[config.mk]
export PLATFORM = sky130hd
export DESIGN_NAME = keyed_object_set_table
export DESIGN_NICKNAME = d
export VERILOG_FILES = /design/src/rtl/kost_pkg.sv /design/src/rtl/kost_ram.sv /design/src/rtl/kost_ctrl.sv /design/src/rtl/kost_dp.sv /design/src/rtl/keyed_object_set_table.sv
export SDC_FILE = /design/constraint.sdc
export NUM_CORES = 2
export LEC_CHECK = 0
export ABC_AREA = 0
export BUFFER_PORTS_ARGS = -buffer_cell sky130_fd_sc_hd__buf_2
export CAP_MARGIN = 10
export CORE_MARGIN = 2
export CORE_UTILIZATION = 50
export DETAILED_ROUTE_END_ITERATION = 16
export GPL_ROUTABILITY_DRIVEN = 0
export PLACE_DENSITY = 0.71
export SLEW_MARGIN = 20
export SYNTH_ARGS = -nofsm -noshare
export SYNTH_HDL_FRONTEND = slang
export SYNTH_SLANG_ARGS = --single-unit
export TNS_END_PERCENT = 20
[constraint.sdc]
create_clock -name i_clk -period 15.85 [get_ports i_clk]
set_input_delay 3.17 -clock i_clk [delete_from_list [all_inputs] [get_ports i_clk]]
set_output_delay 3.17 -clock i_clk [all_outputs]
set_load 0.01 [all_outputs]
[src/rtl/kost_pkg.sv]
// package for the keyed object set table
// types, codes and sizes shared by the controller, datapath and top level
package kost_pkg;

    localparam int TABLE_DEPTH = 32;
    localparam int ADDR_W      = $clog2(TABLE_DEPTH);
    localparam int CNT_W       = $clog2(TABLE_DEPTH + 1);
    localparam int SEQ_W       = 23;
    localparam logic [SEQ_W-1:0] SEQ_MAX = {SEQ_W{1'b1}};

    typedef enum logic [2:0] {
        OP_INSERT,
        OP_LOOKUP,
        OP_SEL_FIELD,
        OP_SEL_RET_EQ,
        OP_SEL_RET_NE,
        OP_CLEAR
    } t_op;

    typedef enum logic [2:0] {
        ST_DONE,
        ST_DUP,
        ST_FULL,
        ST_NOT_FOUND,
        ST_SEL_END,
        ST_BAD_OP
    } t_status;

    typedef enum logic [1:0] {
        SRC_NONE,
        SRC_RAM,
        SRC_NEW
    } t_src;

    typedef enum logic {
        S_IDLE,
        S_SCAN
    } t_state;

    typedef struct packed {
        logic [SEQ_W-1:0] seq;
        logic [7:0]       chan;
        logic [11:0]      fld;
        logic [23:0]      idx;
        logic [15:0]      ret;
    } t_entry;

    localparam int ENTRY_W = $bits(t_entry);

    typedef struct packed {
        logic    capture;
        logic    advance;
        logic    emit;
        t_status status;
        t_src    src;
        logic    last;
        logic    write;
        logic    clear;
    } t_dp_cmd;

    typedef struct packed {
        t_op  op;
        logic scan_end;
        logic hit;
        logic full;
        logic out_free;
    } t_dp_stat;

endpackage

[src/rtl/kost_ram.sv]
// generic single write port ram with registered read
// no dependencies
module kost_ram #(
    parameter int WIDTH = 8,
    parameter int DEPTH = 32
) (
    input  logic                     i_clk,
    input  logic                     i_we,
    input  logic [$clog2(DEPTH)-1:0] i_waddr,
    input  logic [WIDTH-1:0]         i_wdata,
    input  logic [$clog2(DEPTH)-1:0] i_raddr,
    output logic [WIDTH-1:0]         o_rdata
);

    logic [WIDTH-1:0] r_mem [DEPTH];
    logic [WIDTH-1:0] r_rdata;

    always_ff @(posedge i_clk) begin
        if (i_we) begin
            r_mem[i_waddr] <= i_wdata;
        end
        r_rdata <= r_mem[i_raddr];
    end

    assign o_rdata = r_rdata;

endmodule

[src/rtl/kost_ctrl.sv]
// controller state machine of the keyed object set table
// depends on kost_pkg; drives the datapath by command, reads its status
module kost_ctrl
    import kost_pkg::*;
(
    input  logic     i_clk,
    input  logic     i_rst_n,
    input  logic     i_valid,
    output logic     o_ready,
    input  t_dp_stat i_stat,
    output t_dp_cmd  o_cmd
);

    t_state r_state;
    t_state n_state;
    logic   w_is_sel;

    assign w_is_sel = (i_stat.op inside {OP_SEL_FIELD, OP_SEL_RET_EQ, OP_SEL_RET_NE});

    always_ff @(posedge i_clk) begin
        if (!i_rst_n) begin
            r_state <= S_IDLE;
        end else begin
            r_state <= n_state;
        end
    end

    always_comb begin
        n_state = r_state;
        case (r_state)
            S_IDLE: begin
                if (i_valid) begin
                    n_state = S_SCAN;
                end
            end
            S_SCAN: begin
                if (i_stat.out_free && (i_stat.scan_end || (i_stat.hit && !w_is_sel))) begin
                    n_state = S_IDLE;
                end
            end
            default: n_state = S_IDLE;
        endcase
    end

    always_comb begin
        o_ready = 1'b0;
        o_cmd   = '0;
        case (r_state)
            S_IDLE: begin
                o_ready       = 1'b1;
                o_cmd.capture = i_valid;
            end
            S_SCAN: begin
                if (i_stat.scan_end) begin
                    o_cmd.emit = i_stat.out_free;
                    o_cmd.last = 1'b1;
                    case (i_stat.op)
                        OP_INSERT: begin
                            if (i_stat.full) begin
                                o_cmd.status = ST_FULL;
                            end else begin
                                o_cmd.status = ST_DONE;
                                o_cmd.src    = SRC_NEW;
                                o_cmd.write  = i_stat.out_free;
                            end
                        end
                        OP_LOOKUP: o_cmd.status = ST_NOT_FOUND;
                        OP_SEL_FIELD, OP_SEL_RET_EQ, OP_SEL_RET_NE: o_cmd.status = ST_SEL_END;
                        OP_CLEAR: begin
                            o_cmd.status = ST_DONE;
                            o_cmd.clear  = i_stat.out_free;
                        end
                        default: o_cmd.status = ST_BAD_OP;
                    endcase
                end else if (i_stat.hit) begin
                    o_cmd.emit   = i_stat.out_free;
                    o_cmd.src    = SRC_RAM;
                    o_cmd.status = (i_stat.op == OP_INSERT) ? ST_DUP : ST_DONE;
                    o_cmd.last   = !w_is_sel;
                    o_cmd.advance = w_is_sel && i_stat.out_free;
                end else begin
                    o_cmd.advance = 1'b1;
                end
            end
            default: o_cmd = '0;
        endcase
    end

endmodule

[src/rtl/kost_dp.sv]
// datapath of the keyed object set table: entry memory, scan index, count, output register
// depends on kost_pkg and kost_ram
module kost_dp
    import kost_pkg::*;
(
    input  logic               i_clk,
    input  logic               i_rst_n,
    input  t_dp_cmd            i_cmd,
    output t_dp_stat           o_stat,
    input  logic [2:0]         i_operation,
    input  logic signed [23:0] i_seq_number,
    input  logic [7:0]         i_channel,
    input  logic [11:0]        i_field_number,
    input  logic [23:0]        i_data_index,
    input  logic signed [15:0] i_retained,
    input  logic               i_check_duplicate,
    input  logic               i_ready,
    output logic               o_valid,
    output logic [2:0]         o_status,
    output logic [4:0]         o_slot,
    output logic [22:0]        o_seq_magnitude,
    output logic [7:0]         o_channel_out,
    output logic [11:0]        o_field_out,
    output logic [23:0]        o_index_out,
    output logic signed [15:0] o_retained_out,
    output logic [5:0]         o_entry_total,
    output logic               o_last
);

    t_op              r_op;
    logic             r_chk;
    logic             r_qneg;
    logic [SEQ_W-1:0] r_qseq;
    t_entry           r_new;
    logic [CNT_W-1:0] r_idx;
    logic [CNT_W-1:0] n_idx;
    logic [CNT_W-1:0] r_count;
    logic [CNT_W-1:0] n_count;
    t_entry           w_rd;
    logic [23:0]      w_abs;
    logic [SEQ_W-1:0] w_mag;
    logic             w_key_hit;

    logic             r_out_valid;
    t_status          r_out_status;
    logic [ADDR_W-1:0] r_out_slot;
    t_entry           r_out_ent;
    logic [CNT_W-1:0] r_out_total;
    logic             r_out_last;

    kost_ram #(
        .WIDTH(ENTRY_W),
        .DEPTH(TABLE_DEPTH)
    ) u_ram (
        .i_clk  (i_clk),
        .i_we   (i_cmd.write),
        .i_waddr(r_count[ADDR_W-1:0]),
        .i_wdata(r_new),
        .i_raddr(n_idx[ADDR_W-1:0]),
        .o_rdata(w_rd)
    );

    // magnitude of the query, most negative value saturated
    assign w_abs = i_seq_number[23] ? (~i_seq_number + 24'd1) : i_seq_number;
    assign w_mag = w_abs[23] ? SEQ_MAX : w_abs[SEQ_W-1:0];

    always_ff @(posedge i_clk) begin
        if (i_cmd.capture) begin
            r_op      <= t_op'(i_operation);
            r_chk     <= i_check_duplicate;
            r_qneg    <= i_seq_number[23];
            r_qseq    <= i_seq_number[SEQ_W-1:0];
            r_new.seq  <= w_mag;
            r_new.chan <= i_channel;
            r_new.fld  <= i_field_number;
            r_new.idx  <= i_data_index;
            r_new.ret  <= i_retained;
        end
    end

    // read address follows the next index so read data always matches r_idx
    always_comb begin
        if (i_cmd.capture) begin
            n_idx = '0;
        end else if (i_cmd.advance) begin
            n_idx = r_idx + 1'b1;
        end else begin
            n_idx = r_idx;
        end
    end

    always_comb begin
        if (i_cmd.clear) begin
            n_count = '0;
        end else if (i_cmd.write) begin
            n_count = r_count + 1'b1;
        end else begin
            n_count = r_count;
        end
    end

    always_ff @(posedge i_clk) begin
        if (!i_rst_n) begin
            r_idx   <= '0;
            r_count <= '0;
        end else begin
            r_idx   <= n_idx;
            r_count <= n_count;
        end
    end

    assign w_key_hit = !r_qneg && (w_rd.seq == r_qseq) && (w_rd.chan == r_new.chan);

    always_comb begin
        o_stat          = '0;
        o_stat.op       = r_op;
        o_stat.full     = (r_count >= CNT_W'(TABLE_DEPTH));
        o_stat.out_free = !r_out_valid || i_ready;
        case (r_op)
            OP_INSERT: begin
                o_stat.scan_end = !r_chk || (r_idx >= r_count);
                o_stat.hit      = w_key_hit;
            end
            OP_LOOKUP: begin
                o_stat.scan_end = (r_idx >= r_count);
                o_stat.hit      = w_key_hit;
            end
            OP_SEL_FIELD: begin
                o_stat.scan_end = (r_idx >= r_count);
                o_stat.hit      = (w_rd.fld == r_new.fld);
            end
            OP_SEL_RET_EQ: begin
                o_stat.scan_end = (r_idx >= r_count);
                o_stat.hit      = (w_rd.ret == r_new.ret);
            end
            OP_SEL_RET_NE: begin
                o_stat.scan_end = (r_idx >= r_count);
                o_stat.hit      = (w_rd.ret != r_new.ret);
            end
            default: begin
                o_stat.scan_end = 1'b1;
                o_stat.hit      = 1'b0;
            end
        endcase
    end

    always_ff @(posedge i_clk) begin
        if (!i_rst_n) begin
            r_out_valid <= 1'b0;
        end else if (i_cmd.emit) begin
            r_out_valid <= 1'b1;
        end else if (i_ready) begin
            r_out_valid <= 1'b0;
        end
    end

    always_ff @(posedge i_clk) begin
        if (i_cmd.emit) begin
            r_out_status <= i_cmd.status;
            r_out_last   <= i_cmd.last;
            r_out_total  <= n_count;
            case (i_cmd.src)
                SRC_RAM: begin
                    r_out_slot <= r_idx[ADDR_W-1:0];
                    r_out_ent  <= w_rd;
                end
                SRC_NEW: begin
                    r_out_slot <= r_count[ADDR_W-1:0];
                    r_out_ent  <= r_new;
                end
                default: begin
                    r_out_slot <= '0;
                    r_out_ent  <= '0;
                end
            endcase
        end
    end

    assign o_valid         = r_out_valid;
    assign o_status        = r_out_status;
    assign o_slot          = r_out_slot;
    assign o_seq_magnitude = r_out_ent.seq;
    assign o_channel_out   = r_out_ent.chan;
    assign o_field_out     = r_out_ent.fld;
    assign o_index_out     = r_out_ent.idx;
    assign o_retained_out  = r_out_ent.ret;
    assign o_entry_total   = r_out_total;
    assign o_last          = r_out_last;

endmodule

[src/rtl/keyed_object_set_table.sv]
// top level of the keyed object set table
// depends on kost_pkg, kost_ctrl and kost_dp
//
// usage:
//   input channel i_valid / o_ready carries one operation per transaction:
//   insert, lookup, three kinds of select, or clear.
//   output channel o_valid / i_ready carries result transactions; o_last
//   marks the final result of an operation.
//   one operation at a time: o_ready is high only while no operation is
//   in progress. the scan reads the stored entries one slot per cycle,
//   unless a match waits for the output register to free; lookup and
//   duplicate check stop at the first match, and insert without duplicate
//   check, clear and bad codes finish without scanning any slot.
//   a single output register holds the last result, so the next operation
//   is taken while that result waits; a stalled receiver holds the scan
//   at the matching slot until the register frees.
//   reset empties the table (entry count zero); no clearing pass is
//   needed since only slots below the count are read.
module keyed_object_set_table
    import kost_pkg::*;
(
    input  logic               i_clk,
    input  logic               i_rst_n,
    input  logic               i_valid,
    output logic               o_ready,
    input  logic [2:0]         i_operation,
    input  logic signed [23:0] i_seq_number,
    input  logic [7:0]         i_channel,
    input  logic [11:0]        i_field_number,
    input  logic [23:0]        i_data_index,
    input  logic signed [15:0] i_retained,
    input  logic               i_check_duplicate,
    output logic               o_valid,
    input  logic               i_ready,
    output logic [2:0]         o_status,
    output logic [4:0]         o_slot,
    output logic [22:0]        o_seq_magnitude,
    output logic [7:0]         o_channel_out,
    output logic [11:0]        o_field_out,
    output logic [23:0]        o_index_out,
    output logic signed [15:0] o_retained_out,
    output logic [5:0]         o_entry_total,
    output logic               o_last
);

    t_dp_cmd  w_cmd;
    t_dp_stat w_stat;

    kost_ctrl u_ctrl (
        .i_clk  (i_clk),
        .i_rst_n(i_rst_n),
        .i_valid(i_valid),
        .o_ready(o_ready),
        .i_stat (w_stat),
        .o_cmd  (w_cmd)
    );

    kost_dp u_dp (
        .i_clk            (i_clk),
        .i_rst_n          (i_rst_n),
        .i_cmd            (w_cmd),
        .o_stat           (w_stat),
        .i_operation      (i_operation),
        .i_seq_number     (i_seq_number),
        .i_channel        (i_channel),
        .i_field_number   (i_field_number),
        .i_data_index     (i_data_index),
        .i_retained       (i_retained),
        .i_check_duplicate(i_check_duplicate),
        .i_ready          (i_ready),
        .o_valid          (o_valid),
        .o_status         (o_status),
        .o_slot           (o_slot),
        .o_seq_magnitude  (o_seq_magnitude),
        .o_channel_out    (o_channel_out),
        .o_field_out      (o_field_out),
        .o_index_out      (o_index_out),
        .o_retained_out   (o_retained_out),
        .o_entry_total    (o_entry_total),
        .o_last           (o_last)
    );

endmodule
After elaboration in Yosys (flattened, before gate mapping) --
Memories as Yosys holds them, arrays and structs flattened. A register that Yosys moved wholly into a read port is not among the register bits. Index checks and enable logic that the tools add are counted.
Operators by class: add/subtract/negate cells 3, $mul 0, div/mod/pow operators 0, order comparisons 2, equality and inequality tests 12, shift operators 0, mux-type cells 31, bitwise logic cells 3, reductions and logical operators 17
Operators by type and width (number):
- $pmux W83 S2 | 1
- $add A24 B1 Y24 const B | 1
- $mux W24 | 1
- $not A24 Y24 | 1
- $eq A23 B23 Y1 | 1
- $eq A16 B16 Y1 | 1
- $ne A16 B16 Y1 | 1
- $mux W1 | 14
- $mux W7 | 2
- $add A6 B1 Y6 const B | 2
- $eq A12 B12 Y1 | 1
- $mux W6 | 2
- $pmux W3 S4 | 1
- $mux W10 | 1
- $mux W5 | 2
- $pmux W2 S5 | 1
- $pmux W5 S2 | 1
- $eq A8 B8 Y1 | 1
- $mux W2 | 4
- $eq A3 B2 Y1 const B | 2
- $eq A3 B3 Y1 const B | 2
- $ge A6 B6 Y1 | 1
- $ge A6 B6 Y1 const B | 1
- $logic_and A1 B1 Y1 | 5
- other kinds (12) | 18
Word-level totals: register bits 223, latch bits 0, memory bits (writable) 2656, bits in read-only memories 0, input bits 92, output and inout bits 100, logic and storage cells 92, memories 1
Memories:
- u_dp.u_ram.r_mem | words 32, bits a word 83, rd ports 1, clocked after Yosys merged registers in 1, wr ports 1, line kost_ram.sv:15 | logic [WIDTH-1:0] r_mem [DEPTH];

Depth between registers and ports, before layout --
depth after elaboration 9, depth in mapped cells 17, mapped depth without buffers 12

Cells and area by module --
Synthesis repeated with hierarchy kept, for this count alone.
Second synthesis, totals: cell total of the unflattened synthesis 5578, area total of the unflattened synthesis 112215.1 um^2
Modules (own cells, without submodules):
- kost_ram | instances 1, cells an instance 4860, area each 102603.4 um^2, sequential area each 81418.1 um^2
- kost_dp | instances 1, cells an instance 686, area each 9415.3 um^2, sequential area each 6536.3 um^2
- kost_ctrl | instances 1, cells an instance 32, area each 196.4 um^2, sequential area each 20.0 um^2

Least setup slack after synthesis --
Ideal clock, no wire load.
path kind input to register, from in i_ready, to reg u_dp.r_out_ent (netlist bit u_dp.o_channel_out[0]) (enable), library setup time 587 ps, arrival 7974 ps, required time 15263 ps, slack 7288 ps, cell stages on the path 2, buffers on the path 0, cell sequence nor2b_1 > a21oi_1
RTL lines:
- start: declaration | line keyed_object_set_table.sv:34 | input logic i_ready,
- end signal: assignment | line kost_dp.sv:165 | r_out_ent <= w_rd;
- end signal: assignment | line kost_dp.sv:169 | r_out_ent <= r_new;
- end: declaration | line kost_dp.sv:47 | t_entry r_out_ent;

Worst setup path after layout --
from in i_ready, to reg u_dp.u_ram.r_rdata[37] (netlist: u_dp.u_ram.o_rdata[37]), read port of u_dp.u_ram.r_mem
Between the ends: cells in the longest elaborated chain, start to end 7
Ends and longest elaborated chain:
- $logic_or A1 B1 Y1 | line kost_dp.sv:118 | o_stat.out_free = !r_out_valid || i_ready;
- $logic_and A1 B1 Y1 | line kost_ctrl.sv:80 | o_cmd.advance = w_is_sel && i_stat.out_free;
- $mux W1 | line kost_ctrl.sv:75 | end else if (i_stat.hit) begin
- $mux W1 | line kost_ctrl.sv:54 | if (i_stat.scan_end) begin
- $mux W10 | line kost_ctrl.sv:48 | case (r_state)
- $mux W5 | line kost_dp.sv:85 | end else if (i_cmd.advance) begin
- $mux W5 | line kost_dp.sv:83 | if (i_cmd.capture) begin
- end: declaration | line kost_ram.sv:16 | logic [WIDTH-1:0] r_rdata;
Every way passes these cells. A chain may end at the register's enable or synchronous reset.

==> impl_metrics.csv <==
group,metric,value,unit
outcome,status,"completed",
setup_path,worstPathCellList,"buf_2, nand2b_1, or4_4, nand4_4, mux2i_4, buf_4, buf_4, buf_4, mux4_2, nand2b_1, nand4_1, nor4_1",
synth,syn_nets,6770,
timing,hold_viol,0,
global_route,grt_max_degree,145,
setup_path,required,16630,ps
setup_path,r2r_slack,8580,ps
timing,fmax,135,MHz
floorplan,core,0.225,sq mm
synth,yosys.area_share.simple,0.0932,
global_route,grt_pass1_wl,453000,um
clock_tree,cts_buffers,311,
timing,slew_headroom,0.197,
layout,syn_to_final_growth,13.0,%
setup_path,r2r-start,"u_dp.r_qseq[14]",
power,leakage,40.2,nW
min_path,min-delay-start,"u_dp.r_idx[5]",
synth,synthAdderAreaFrac,0.00155,
global_route,gr-usage-all-layers,0.274,
floorplan,die_y,480,um
setup_path,critical_path.top_delay_family,"buffers and inverters",
setup_path,max_stage_delay,860,ps
timing,maxSlewViolCount,0,
floorplan,initial_core_util,0.503,
synth,ys_types,62,
synth,ys_seq_area_frac,0.778,
min_path,holdPathEnd,"u_dp.r_idx[5]",
timing,tightest_slew,1210,ps
route,drtIter0Drc,10700,
power,cellPowerDensity,126,mW/mm^2
setup_path,cp.arrival,8200,ps
synth,synth_xor_area_frac,0.00689,
synth,synth_mux_area_frac,0.0740,
clock_tree,cts_hold_buf,0,
layout,final_cell_mix,"edfxtp_1 (2865), nand2_1 (1049), nand4_1 (434), nor2_1 (368), mux4_2 (332)",
synth,avgSynthCellArea,17.0,sq um
route,first_pass_iters,8,
timing,fin_skew,97.5,ps
route,vias,65400,
clock_tree,cts-resized-gates,0,
setup_path,worst_path_most_repeated_cell,"buf_4",
clock_tree,clk_latency,980,ps
route,finalWirelength,319000,um
job,maxCapViolations,0,
min_path,worstHoldPathCells,2,
synth,netlist_instances,6664,
synth,netlist_area,0.113,sq mm
floorplan,ioPinCount,192,
place,portBuffers,191,
setup_path,cp-end-kind,"flop",
clock_tree,clockRootBuffer,"clkbuf_16",
setup_path,critPathBufInv,4,
synth,synth_top_family_by_area,"simple AND/OR/NAND/NOR gates",
route,ant_nets,0,
synth,synth_compound_area_frac,0.0294,
synth,ys.warnings.count,0,
synth,ys_ff_latch,2962,
timing,min_period,7420,ps
setup_path,path_class,"in2reg",
setup_path,r2r_end,"u_dp.u_ram.o_rdata[37]",
setup_path,worst_setup_path_start_kind,"primary input",
clock_tree,path_clk_slew,60,ps
power,peakVddDrop,0.0845,mV
timing,fin_tns_setup,0,ps
floorplan,die_area,0.230,sq mm
setup_path,critPathMaxFanout,71,
route,drc,0,
layout,nets,7039,
clock_tree,cts.path.max_buffers,4,
place,placed_cells,9605,
power,total_power,16.1,mW
global_route,antenna_found_initial,6,
setup_path,r2r_cells,13,
clock_tree,cts_setup_buffers,0,
synth,synth_edf_count,2865,
place,place_hpwl,156000,um
floorplan,die_w,480,um
clock_tree,htreeDepth,5,
clock_tree,clock-sinks,2962,
min_path,hold_path.class,"reg2reg",
route,wl_per_cell,31.4,um
layout,final_common_cell,"edfxtp_1",
global_route,grt_pass1_vias,64100,
clock_tree,cts_tree,"done",
timing,rsz0062_at_grt,"no",
timing,report.final.setup_viol,0,
floorplan,rows,174,
synth,async_reset_ff_frac,0,
layout,stdcell_count,10200,
layout,drive_above_1_share,0.168,
timing,timing.final.crit_share,0.468,
setup_path,crit_slowest_cell,"buf_4",
route,viasPerCell,6.44,
synth,ys.flop_type,"edfxtp_1",
global_route,grt-ovfl-total,0,
## final cells by class
cell class                      instances  area, sq um
Multi-Input combinational cell       3276        23600
Clock inverter                        129         1410
Sequential cell                      2962        88000
Clock buffer                          411         8550
Tap cell                             2992         3740
Inverter                               18         72.6
Antenna cell                            6         15.0
Fill cell                           16500        97100
Timing Repair Buffer                  364         2420
## Yosys cell counts (5+ instances only)
library cell | instances | area, sq um
mux4_2 | 332 | 7480
nor3_1 | 15 | 75.1
mux2i_1 | 84 | 841
buf_2 | 66 | 330
nand2_1 | 1053 | 3950
nand2b_1 | 170 | 1060
a21oi_1 | 9 | 45.0
nor2_1 | 400 | 1500
nand4_1 | 434 | 2720
ha_1 | 14 | 175
buf_4 | 37 | 278
a32oi_1 | 85 | 744
buf_6 | 9 | 101
o31ai_1 | 5 | 37.5
clkbuf_1 | 273 | 1020
inv_1 | 17 | 63.8
xnor2_1 | 67 | 587
nor4_1 | 88 | 551
nand3_1 | 96 | 480
edfxtp_1 | 2865 | 86000
a22oi_1 | 89 | 668
o221ai_1 | 82 | 718
buf_1 | 20 | 75.1
dfxtp_1 | 97 | 1940
o21ai_0 | 174 | 871
xor2_1 | 22 | 193
## per-stage QoR
| stage | area, sq um | hold WS (ps) | worst slack, ps | util |
|---|---|---|---|---|
| 6_report | 128000 | 577 | 8430 | 0.568 |
| 5_1_grt | 128000 | 600 | 8140 | 0.568 |
| 4_1_cts | 128000 | 568 | 8440 | 0.568 |
| 3_5_place_dp | 118000 | 555 | 7480 | 0.524 |
| 3_3_place_gp | 118000 | 542 | 7550 | 0.523 |
| 2_1_floorplan | 113000 | 488 | 7290 | - |
## worst max-delay path by stage
| stage | from | to | slack, ps | cells after the start |
|---|---|---|---|---|
| after global placement | i_ready | u_dp.u_ram.o_rdata[37] | 7550 | 12 |
| after detailed placement | i_ready | u_dp.u_ram.o_rdata[37] | 7480 | 12 |
| after CTS | i_ready | u_dp.u_ram.o_rdata[37] | 8440 | 12 |
| after global routing | i_ready | u_dp.u_ram.o_rdata[37] | 8140 | 12 |
| final | i_ready | u_dp.u_ram.o_rdata[37] | 8430 | 12 |
| after floorplan | i_ready | u_dp.o_channel_out[0] | 7290 | 2 |
## sequential cells by signal (all words and copies together) (netlist names)
| name | count |
|---|---|
| u_dp.o_entry_total | 6 |
| u_dp.r_new | 83 |
| u_dp.o_seq_magnitude | 23 |
| u_dp.o_channel_out | 8 |
| u_dp.o_slot | 5 |
| u_dp.u_ram.o_rdata | 83 |
| u_dp.o_field_out | 12 |
| u_dp.r_qneg | 1 |
| u_dp.o_index_out | 24 |
| u_dp.u_ram.r_mem | 2656 |
| u_dp.o_status | 3 |
| u_dp.o_retained_out | 16 |
| u_dp.r_qseq | 23 |
| u_dp.r_op | 3 |
| u_dp.o_valid | 1 |
| u_dp.r_idx | 6 |
| u_dp.o_last | 1 |
| u_dp.r_chk | 1 |
| u_ctrl.r_state | 1 |
| u_dp.r_count | 6 |
## cell families after synthesis
logic type	Yosys count
buf+inv	426
flops	2962
compound gates	473
xor+xnor	89
simple gates	2281
fa+ha+maj	14
mux	419
## per-layer routing
metal	vias to the layer above	part of all wire	wire length, um	GRT usage
li1	26600	-	-	-
met2	4709	0.47	150000	0.431
met5	-	0	0	0
met3	857	0.11	36600	0.0522
met4	0	0.057	18100	0.141
met1	33300	0.36	114000	0.368
## power by group
| part | switching, mW | internal, mW | total [mW] |
|---|---|---|---|
| sequential | 0.0851 | 8.66 | 8.74 |
| clock | 2.93 | 4.24 | 7.18 |
| combinational | 0.149 | 0.0486 | 0.197 |
## worst reg2reg max path: stages (launching register included)
cell and delay (ps):
edfxtp_1 490, xnor2_1 480, nand4_1 470, nor4_2 990
nand4_1 380, nand4_4 310, mux2i_4 300, buf_4 860
buf_4 900, buf_4 880, mux4_2 620, nand2b_1 160
nand4_1 170, nor4_1 80
Power figures use the tool's default switching activity.
